[src/design/assert_macros.svh]
// Assertion macros shared by the RTL files.
`ifndef ASSERT_MACROS_SVH
`define ASSERT_MACROS_SVH
`ifndef SYNTHESIS
// Same-cycle implication.
`define ASSERT_IMPL(label, clk, rst, ante, cons) \
  label: assert property (@(posedge clk) disable iff (rst) (ante) |-> (cons)) \
    else $error("assertion failed: implication");
// Next-cycle implication.
`define ASSERT_NEXT(label, clk, rst, ante, cons) \
  label: assert property (@(posedge clk) disable iff (rst) (ante) |=> (cons)) \
    else $error("assertion failed: next-cycle implication");
`else
`define ASSERT_IMPL(label, clk, rst, ante, cons)
`define ASSERT_NEXT(label, clk, rst, ante, cons)
`endif
`endif

[src/design/wsfr_pkg.sv]
// Types and constants of the WebSocket frame receiver.
package wsfr_pkg;

  // Frame opcodes
  localparam logic [3:0] OP_CONT   = 4'h0;
  localparam logic [3:0] OP_TEXT   = 4'h1;
  localparam logic [3:0] OP_BINARY = 4'h2;
  localparam logic [3:0] OP_CLOSE  = 4'h8;
  localparam logic [3:0] OP_PING   = 4'h9;
  localparam logic [3:0] OP_PONG   = 4'hA;

  // Payload kinds on the result port
  localparam logic [1:0] KIND_TEXT   = 2'd0;
  localparam logic [1:0] KIND_BINARY = 2'd1;
  localparam logic [1:0] KIND_PING   = 2'd2;
  localparam logic [1:0] KIND_PONG   = 2'd3;

  // Length codes and header lengths
  localparam logic [6:0] LEN_CTRL_MAX = 7'd125;
  localparam logic [6:0] LEN_CODE_16  = 7'd126;
  localparam logic [6:0] LEN_CODE_64  = 7'd127;
  localparam logic [3:0] HLEN_SHORT   = 4'd6;
  localparam logic [3:0] HLEN_16      = 4'd8;
  localparam logic [3:0] HLEN_64      = 4'd14;
  localparam logic [3:0] MASK_BYTES   = 4'd4;

  // Header byte masks
  localparam logic [7:0] RSV_MASK    = 8'h70;
  localparam logic [7:0] OPCODE_MASK = 8'h0F;
  localparam logic [7:0] LEN_MASK    = 8'h7F;
  localparam logic [7:0] TOP_BIT     = 8'h80;

  // Close codes
  localparam logic [15:0] CLOSE_NO_STATUS = 16'd1005;
  localparam logic [15:0] CLOSE_PROTOCOL  = 16'd1002;

  typedef struct packed {
    logic [7:0]  data_byte;
    logic        data_valid;
    logic [1:0]  kind;
    logic        last;
    logic        close_seen;
    logic        error;
    logic [15:0] close_code;
  } wsfr_result_t;

endpackage

[src/design/websocket_frame_receiver_unit.sv]
// WebSocket frame receiver: header parse, checks, unmasking, output buffer.
// Each result is registered in the output register, or in the skid entry
// while the output is held. Throughput: one byte per cycle; a two-entry output buffer
// (register plus skid) keeps in_ready registered and stalls only when full.
// Reset (rst, synchronous, active high) returns the parser to the first header
// byte, clears all frame state and reopens the connection.
`include "assert_macros.svh"

module websocket_frame_receiver_unit (
  input  logic        clk,
  input  logic        rst,
  input  logic        in_valid,
  output logic        in_ready,
  input  logic [7:0]  rx_byte,
  output logic        out_valid,
  input  logic        out_ready,
  output logic [7:0]  data_byte,
  output logic        data_valid,
  output logic [1:0]  kind,
  output logic        last,
  output logic        close_seen,
  output logic        error,
  output logic [15:0] close_code
);
  import wsfr_pkg::*;

  // ---------------------------------------------------------------------
  // Parser state
  // ---------------------------------------------------------------------
  logic [3:0]  header_index,      header_index_next;
  logic        frame_fin,         frame_fin_next;
  logic [3:0]  frame_opcode,      frame_opcode_next;
  logic [6:0]  length_code,       length_code_next;
  logic [63:0] payload_remaining, payload_remaining_next;
  logic [31:0] mask_key,          mask_key_next;
  logic [1:0]  mask_phase,        mask_phase_next;
  logic        in_fragment,       in_fragment_next;
  logic        message_binary,    message_binary_next;
  logic [15:0] close_reason_acc,  close_reason_acc_next;
  logic        closed,            closed_next;

  // Output register and skid entry
  wsfr_result_t out_data, skid_data;
  logic         skid_valid;

  // Per-byte working values
  logic         accept, pop, push;
  wsfr_result_t res;
  logic         is_control;
  logic [31:0]  key_word;
  logic [7:0]   unmasked;
  logic [15:0]  acc_new;
  logic [3:0]   hlen, idx_inc;
  logic [63:0]  rem_new;
  logic         binary_new;
  logic         rem_one;

  assign accept   = in_valid && in_ready;
  assign pop      = out_valid && out_ready;
  // Ready only depends on the skid entry, so it is a registered decision.
  assign in_ready = !skid_valid;

  assign is_control = frame_opcode[3];
  assign key_word   = mask_key << {mask_phase, 3'b000};
  assign unmasked   = rx_byte ^ key_word[31:24];
  assign rem_one    = (payload_remaining == 64'd1);
  assign idx_inc    = header_index + 4'd1;

  always_comb begin
    case (length_code)
      LEN_CODE_16: hlen = HLEN_16;
      LEN_CODE_64: hlen = HLEN_64;
      default:     hlen = HLEN_SHORT;
    endcase
  end

  // ---------------------------------------------------------------------
  // Next-state and result logic for one accepted byte
  // ---------------------------------------------------------------------
  always_comb begin
    header_index_next      = header_index;
    frame_fin_next         = frame_fin;
    frame_opcode_next      = frame_opcode;
    length_code_next       = length_code;
    payload_remaining_next = payload_remaining;
    mask_key_next          = mask_key;
    mask_phase_next        = mask_phase;
    in_fragment_next       = in_fragment;
    message_binary_next    = message_binary;
    close_reason_acc_next  = close_reason_acc;
    closed_next            = closed;
    res                    = '0;
    push                   = 1'b0;
    acc_new                = close_reason_acc;
    rem_new                = payload_remaining;
    binary_new             = message_binary;

    if (accept && !closed) begin
      if (header_index == 4'd0 && payload_remaining != 64'd0) begin
        // Payload byte: unmask with the rotating key.
        mask_phase_next        = mask_phase + 2'd1;
        payload_remaining_next = payload_remaining - 64'd1;
        if (frame_opcode == OP_CLOSE) begin
          // Close frames stay below 126 bytes, so the low bits give the offset.
          if (payload_remaining[6:0] == length_code) begin
            acc_new[15:8] = unmasked;
          end else if ({1'b0, payload_remaining[6:0]} + 8'd1 == {1'b0, length_code}) begin
            acc_new[7:0] = unmasked;
          end
          close_reason_acc_next = acc_new;
          if (rem_one) begin
            closed_next     = 1'b1;
            push            = 1'b1;
            res.close_seen  = 1'b1;
            res.close_code  = (length_code >= 7'd2) ? acc_new : CLOSE_NO_STATUS;
          end
        end else begin
          push           = 1'b1;
          res.data_byte  = unmasked;
          res.data_valid = 1'b1;
          res.kind       = (frame_opcode == OP_PING) ? KIND_PING :
                           (frame_opcode == OP_PONG) ? KIND_PONG :
                           (message_binary ? KIND_BINARY : KIND_TEXT);
          res.last       = rem_one && (is_control || frame_fin);
        end
      end else if (header_index == 4'd0) begin
        // First header byte: FIN, reserved bits, opcode.
        if ((rx_byte & RSV_MASK) != 8'h00) begin
          closed_next    = 1'b1;
          push           = 1'b1;
          res.error      = 1'b1;
          res.close_code = CLOSE_PROTOCOL;
        end else begin
          frame_fin_next    = rx_byte[7];
          frame_opcode_next = rx_byte[3:0];
          header_index_next = 4'd1;
        end
      end else if (header_index == 4'd1) begin
        // Second header byte: mask bit, length code, frame-order checks.
        if (((rx_byte & TOP_BIT) == 8'h00)
            || (is_control && ((rx_byte[6:0] > LEN_CTRL_MAX) || !frame_fin))
            || (frame_opcode inside {[4'd3:4'd7], [4'd11:4'd15]})
            || (!in_fragment && frame_opcode == OP_CONT)
            || (in_fragment && frame_opcode != OP_CONT && !is_control)) begin
          closed_next    = 1'b1;
          push           = 1'b1;
          res.error      = 1'b1;
          res.close_code = CLOSE_PROTOCOL;
        end else begin
          length_code_next       = rx_byte[6:0];
          payload_remaining_next = (rx_byte[6:0] < LEN_CODE_16) ?
                                   {57'd0, rx_byte[6:0]} : 64'd0;
          mask_key_next          = 32'd0;
          close_reason_acc_next  = 16'd0;
          header_index_next      = 4'd2;
        end
      end else begin
        // Extended length bytes, then the four mask key bytes.
        if (header_index < hlen - MASK_BYTES) begin
          rem_new                = {payload_remaining[55:0], rx_byte};
          payload_remaining_next = rem_new;
        end else begin
          mask_key_next = {mask_key[23:0], rx_byte};
        end
        header_index_next = idx_inc;
        if (idx_inc == hlen) begin
          header_index_next = 4'd0;
          mask_phase_next   = 2'd0;
          if (length_code == LEN_CODE_64 && rem_new[63]) begin
            closed_next    = 1'b1;
            push           = 1'b1;
            res.error      = 1'b1;
            res.close_code = CLOSE_PROTOCOL;
          end else begin
            if (!is_control) begin
              if (frame_opcode != OP_CONT) begin
                binary_new = (frame_opcode == OP_BINARY);
              end
              message_binary_next = binary_new;
              in_fragment_next    = !frame_fin;
            end
            if (rem_new == 64'd0) begin
              if (frame_opcode == OP_CLOSE) begin
                closed_next    = 1'b1;
                push           = 1'b1;
                res.close_seen = 1'b1;
                res.close_code = (length_code >= 7'd2) ? close_reason_acc : CLOSE_NO_STATUS;
              end else if (is_control || frame_fin) begin
                // Empty frame still marks the end of its message.
                push     = 1'b1;
                res.last = 1'b1;
                res.kind = (frame_opcode == OP_PING) ? KIND_PING :
                           (frame_opcode == OP_PONG) ? KIND_PONG :
                           (binary_new ? KIND_BINARY : KIND_TEXT);
              end
            end
          end
        end
      end
    end
  end

  // ---------------------------------------------------------------------
  // State registers
  // ---------------------------------------------------------------------
  always_ff @(posedge clk) begin
    if (rst) begin
      header_index      <= '0;
      frame_fin         <= 1'b0;
      frame_opcode      <= OP_CONT;
      length_code       <= '0;
      payload_remaining <= '0;
      mask_key          <= '0;
      mask_phase        <= '0;
      in_fragment       <= 1'b0;
      message_binary    <= 1'b0;
      close_reason_acc  <= '0;
      closed            <= 1'b0;
    end else begin
      header_index      <= header_index_next;
      frame_fin         <= frame_fin_next;
      frame_opcode      <= frame_opcode_next;
      length_code       <= length_code_next;
      payload_remaining <= payload_remaining_next;
      mask_key          <= mask_key_next;
      mask_phase        <= mask_phase_next;
      in_fragment       <= in_fragment_next;
      message_binary    <= message_binary_next;
      close_reason_acc  <= close_reason_acc_next;
      closed            <= closed_next;
    end
  end

  // ---------------------------------------------------------------------
  // Output register with skid entry. A new result goes to the output
  // register when it is free or being drained, otherwise to the skid.
  // ---------------------------------------------------------------------
  always_ff @(posedge clk) begin
    if (rst) begin
      out_valid  <= 1'b0;
      skid_valid <= 1'b0;
    end else if (skid_valid) begin
      if (pop) begin
        out_valid  <= 1'b1;
        skid_valid <= 1'b0;
      end
    end else if (push) begin
      if (!out_valid || pop) begin
        out_valid <= 1'b1;
      end else begin
        skid_valid <= 1'b1;
      end
    end else if (pop) begin
      out_valid <= 1'b0;
    end
  end

  always_ff @(posedge clk) begin
    if (skid_valid) begin
      if (pop) begin
        out_data <= skid_data;
      end
    end else if (push) begin
      if (!out_valid || pop) begin
        out_data <= res;
      end else begin
        skid_data <= res;
      end
    end
  end

  assign data_byte  = out_data.data_byte;
  assign data_valid = out_data.data_valid;
  assign kind       = out_data.kind;
  assign last       = out_data.last;
  assign close_seen = out_data.close_seen;
  assign error      = out_data.error;
  assign close_code = out_data.close_code;

  // ---------------------------------------------------------------------
  // Assertions
  // ---------------------------------------------------------------------
  // The skid entry only fills behind a held output transaction.
  `ASSERT_IMPL(a_skid_behind_out, clk, rst, skid_valid, out_valid)
  // Once closed, the connection stays closed until reset.
  `ASSERT_NEXT(a_closed_sticks, clk, rst, closed, closed)
  // A close or error result always closes the connection.
  `ASSERT_NEXT(a_final_closes, clk, rst, push && (res.error || res.close_seen), closed)
  // A closed block produces no further results.
  `ASSERT_IMPL(a_no_result_closed, clk, rst, closed, !push)

endmodule
[config.mk]
export PLATFORM = sky130hd
export DESIGN_NAME = websocket_frame_receiver_unit
export DESIGN_NICKNAME = d
export VERILOG_FILES = /design/src/design/wsfr_pkg.sv /design/src/design/websocket_frame_receiver_unit.sv
export VERILOG_INCLUDE_DIRS = /design/src /design/src/design
export SDC_FILE = /design/constraint.sdc
export NUM_CORES = 1
export LEC_CHECK = 0
export ABC_AREA = 1
export CELL_PAD_IN_SITES_DETAIL_PLACEMENT = 1
export CELL_PAD_IN_SITES_GLOBAL_PLACEMENT = 2
export CORE_MARGIN = 2
export CORE_UTILIZATION = 33
export DETAILED_ROUTE_END_ITERATION = 16
export DONT_BUFFER_PORTS = 1
export GPL_TIMING_DRIVEN = 0
export PLACE_DENSITY_LB_ADDON = 0.1
export SYNTH_ARGS = -nofsm -noshare
export SYNTH_HDL_FRONTEND = slang
export SYNTH_SLANG_ARGS = --single-unit
[constraint.sdc]
create_clock -name clk -period 4.1 [get_ports clk]
set_input_delay 0.615 -clock clk [delete_from_list [all_inputs] [get_ports clk]]
set_output_delay 0.615 -clock clk [all_outputs]
set_load 0.05 [all_outputs]
==> results.toml <==
[worst_setup_path]
endpoint_kind = "flop"
worst-r2r-cell-count = 19
cp_max_fo = 10
worstPathArrival_ps = 4190
required_arrival_time_at_the_worst_endpoint_ps = 4340
timing_worst_setup_path_type = "reg2reg"
cp-start-kind = "flop"

[pwr]
ir_worst_vdd_uv = 317
combPwrFrac_pct = 19.4
static-leakage-power_nw = 5.59
power.density_cell_area_nw_per_um2 = 354
switching_share_pct = 35.5
p_sw_mw = 1.74
share_clk_of_total_power_pct = 34.1
internal_power_mw = 3.16
pwr-share-seq_pct = 46.6

[placed_design]
total_half_perimeter_wirelength_after_legalization_and_detailed_placement_um = 41600
gp_routability_congestion = 0.932
detailedPlace.worstSlack_ps = -1160
buffer_ports.inserted = 0
post-place-cells = 2288
cell_area_reported_after_detailed_placement_sq_um = 13000

[hold_path]
holdPathStages = 2
path_class_of_the_lowest_slack_min_delay_path = "in2reg"

[clocking]
cts_made_buffers = 17
clk_transition_reported_paths_ps = 80
clk_latency_ps = 470
cts_tree = "yes"
clock-sinks = 195
cts.root.buffer_cell = "clkbuf_16"
htree_levels = 4
clock_path_buffers = 2

[floorplanning]
floorplan.io_pins = 44
core_sq_um = 37300
die_area_sq_um = 39200
floorplan.die.width_um = 198
row_count = 71
initial_core_util_pct = 33.2
floorplan.die.height_um = 198

[drt]
detail_route.wl_per_cell_um = 23.8
detail_route.wirelength_um = 55500
post_drt_via_cell_ratio = 5.51
via_count = 12832
drtPass1Iterations = 5
drt_first_iter_violations = 876
final_antenna_net_count = 0
drc = 0

[grt]
global_route.usage.total_pct = 28.7
grt_pass1_vias = 12922
number_of_antenna_violations_at_the_first_check_in_global_routing = 0
grt_first_pass_wirelength_um = 82800
gr-total-overflow = 0
pin_count_of_the_biggest_net_entering_global_routing = 19

[finish]
final-instance-count-excl-fill = 2330
post-route-util_pct = 37.0
finalInstanceArea_sq_um = 13800
post_route_cells_drive_above_1_share_pct = 8.78
antenna_cells = 0
layout.nets = 1864
area_growth_syn_to_layout_pct = 11.3

[timing]
finalHoldViolCount = 0
max_freq_ghz = 0.253
layout_min_cycle_time_ps = 3950
timing.slew.headroom_pct = 25.1
final-max-slew-violation-count = 0
postLayoutSetupSlackWorst_ps = 149
fin_setup_tns_ps = 0
layout_worst_path_cycle_share_pct = 96.4
worst_slew_pin_slew_ps = 1110
setup_viol = 0
skew_ps = 11.7

[synthesis]
syn_area_per_cell_sq_um = 6.84
synth-seq-area-share_pct = 36.3
ys_warn_count = 0
synth.cell_area_sq_um = 12400
postSynth.topFlopCell = "dfxtp_1"
async_reset_ff_share_pct = 0
post_synth_num_cell_types = 55
synthCells = 1813
flip_flop_and_latch_count_after_synthesis = 195
synth_fp_nets = 1834
synth_enable_flop_cells = 60

[outcome]
run_status = "completed"

[job]
maxCapViolations = 0
## sequential cells by signal (all words and copies together), names as in the netlist
name,count
frame_fin,1
last,1
in_fragment,1
header_index,4
closed,1
length_code,7
skid_data,30
close_code,16
close_reason_acc,16
frame_opcode,4
message_binary,1
mask_key,32
payload_remaining,64
kind,2
data_valid,1
close_seen,1
skid_valid,1
mask_phase,2
data_byte,8
error,1
out_valid,1
## per-stage QoR
step	hold WS (ps)	total power [mW]
4_1_cts	294	4.92
2_1_floorplan	435	2.90
6_report	311	4.89
3_3_place_gp	446	3.22
3_5_place_dp	454	3.23
5_1_grt	305	5.10
## power groups by stage
stage | combinational, mW | sequential, mW | clock (mW)
6_report | 0.948 | 2.28 | 1.67
5_1_grt | 1.04 | 2.29 | 1.77
4_1_cts | 0.937 | 2.28 | 1.70
3_5_place_dp | 0.913 | 2.32 | 0
3_3_place_gp | 0.897 | 2.32 | 0
2_1_floorplan | 0.622 | 2.28 | 0
## logic make-up (layout without fill, tap and decap cells)
| logic type | after synthesis | in the layout | synth area share [%] |
|---|---|---|---|
| simple gates | 898 | 898 | 31.8 |
| buf+inv | 285 | 327 | 9.42 |
| fa+ha+maj | 9 | 9 | 0.908 |
| xor+xnor | 56 | 56 | 3.95 |
| compound gates | 370 | 371 | 17.6 |
| flops | 195 | 195 | 36.3 |
## Yosys cell counts (7+ instances only)
| library cell | count | share of area, % |
|---|---|---|
| o21ai_0 | 99 | 4.0 |
| a32o_1 | 8 | 0.65 |
| nor2_2 | 19 | 0.96 |
| a31oi_1 | 12 | 0.61 |
| nor3_1 | 41 | 1.7 |
| nand3_1 | 135 | 5.4 |
| nor3_2 | 7 | 0.56 |
| xor2_1 | 40 | 2.8 |
| a21oi_1 | 136 | 5.5 |
| buf_6 | 7 | 0.64 |
| edfxtp_1 | 60 | 15 |
| nand4_1 | 29 | 1.5 |
| o211ai_1 | 13 | 0.79 |
| o21ai_1 | 23 | 0.93 |
| dfxtp_1 | 135 | 22 |
| a221oi_1 | 20 | 1.4 |
| ha_1 | 9 | 0.91 |
| inv_1 | 169 | 5.1 |
| xnor2_1 | 16 | 1.1 |
| inv_2 | 15 | 0.45 |
| nand2_1 | 448 | 14 |
| a211oi_1 | 36 | 2.2 |
| nor2_1 | 187 | 5.7 |
| clkbuf_1 | 54 | 1.6 |
| buf_2 | 26 | 1.0 |
## layout by cell type, fill, tap and decap left out, types with 4 or more instances in the layout
cell          n
o21ai_0      99
a31oi_1      12
nor3_1       40
buf_2        25
inv_2        15
nor2_1      183
edfxtp_1     60
nand3b_1      6
a22oi_1       6
ha_1          9
nand2_2       5
nor2_2       23
buf_6         7
a221oi_1     20
inv_8         4
clkbuf_1     51
nor3_2        7
xor2_1       40
clkbuf_2      6
nand4_1      29
nor4_1        4
dfxtp_1     133
buf_1         5
clkinvlp_4    5
o211ai_1     13
a211oi_1     36
nand3_1     134
inv_1       168
nor2_4        5
o21ai_1      22
clkbuf_16    17
a32o_1        8
nand2_1     447
nand2_4       6
buf_12        6
buf_4         6
a21oi_1     135
xnor2_1      16
## area by class of cell
cell class,count,area (sq um)
repair buffers,9,143
repair inverters,1,7.51
clock buffers,19,433
plain buffers,97,482
well taps,474,593
multi-input cells,1334,6820
fillers,4740,23500
flip-flops and latches,195,4510
inverters,188,711
clock inverters,13,116
## final timing paths
| check | start | endpoint | slack, ps |
|---|---|---|---|
| max reg2reg | length_code[1] | skid_data[14] | 150 |
| min reg2reg | closed | closed | 460 |
| min | rx_byte[7] | mask_key[7] | 310 |
| max | length_code[1] | skid_data[14] | 150 |
## layer usage
metal  up-vias  wire length (um)  GRT usage [%]
li1       6116                 -              -
met1      6303             24300           36.3
met2       319             26800           49.7
met3        94              2440           3.88
met4         0              1950           10.7
met5         -                 0              0
## worst max-delay path, cell delays in order (launching register included)
cell,delay (ps)
dfxtp_2,400
inv_1,110
nor3_4,210
nand2_1,110
ha_1,340
a21oi_4,260
buf_12,170
buf_1,610
nand3_1,190
nand2_1,170
nor2_1,60
nand2_1,120
nor2_1,50
nand2_1,140
nor2_2,60
nand2_2,140
o21ai_4,80
nand3_2,160
clkinvlp_4,160
buf_12,160
## repair_timing
item / 4_1_cts / 5_1_grt
gates cloned: 2 / 0
gates resized for setup: 9 / 22
endpoints found under the setup margin: 99 / 95
pin swaps: 3 / 1
hold buffers: 0 / 0
buffers inserted: 7 / 1
endpoints found under the hold margin: 0 / 0
(Power assumes the default switching activity.)
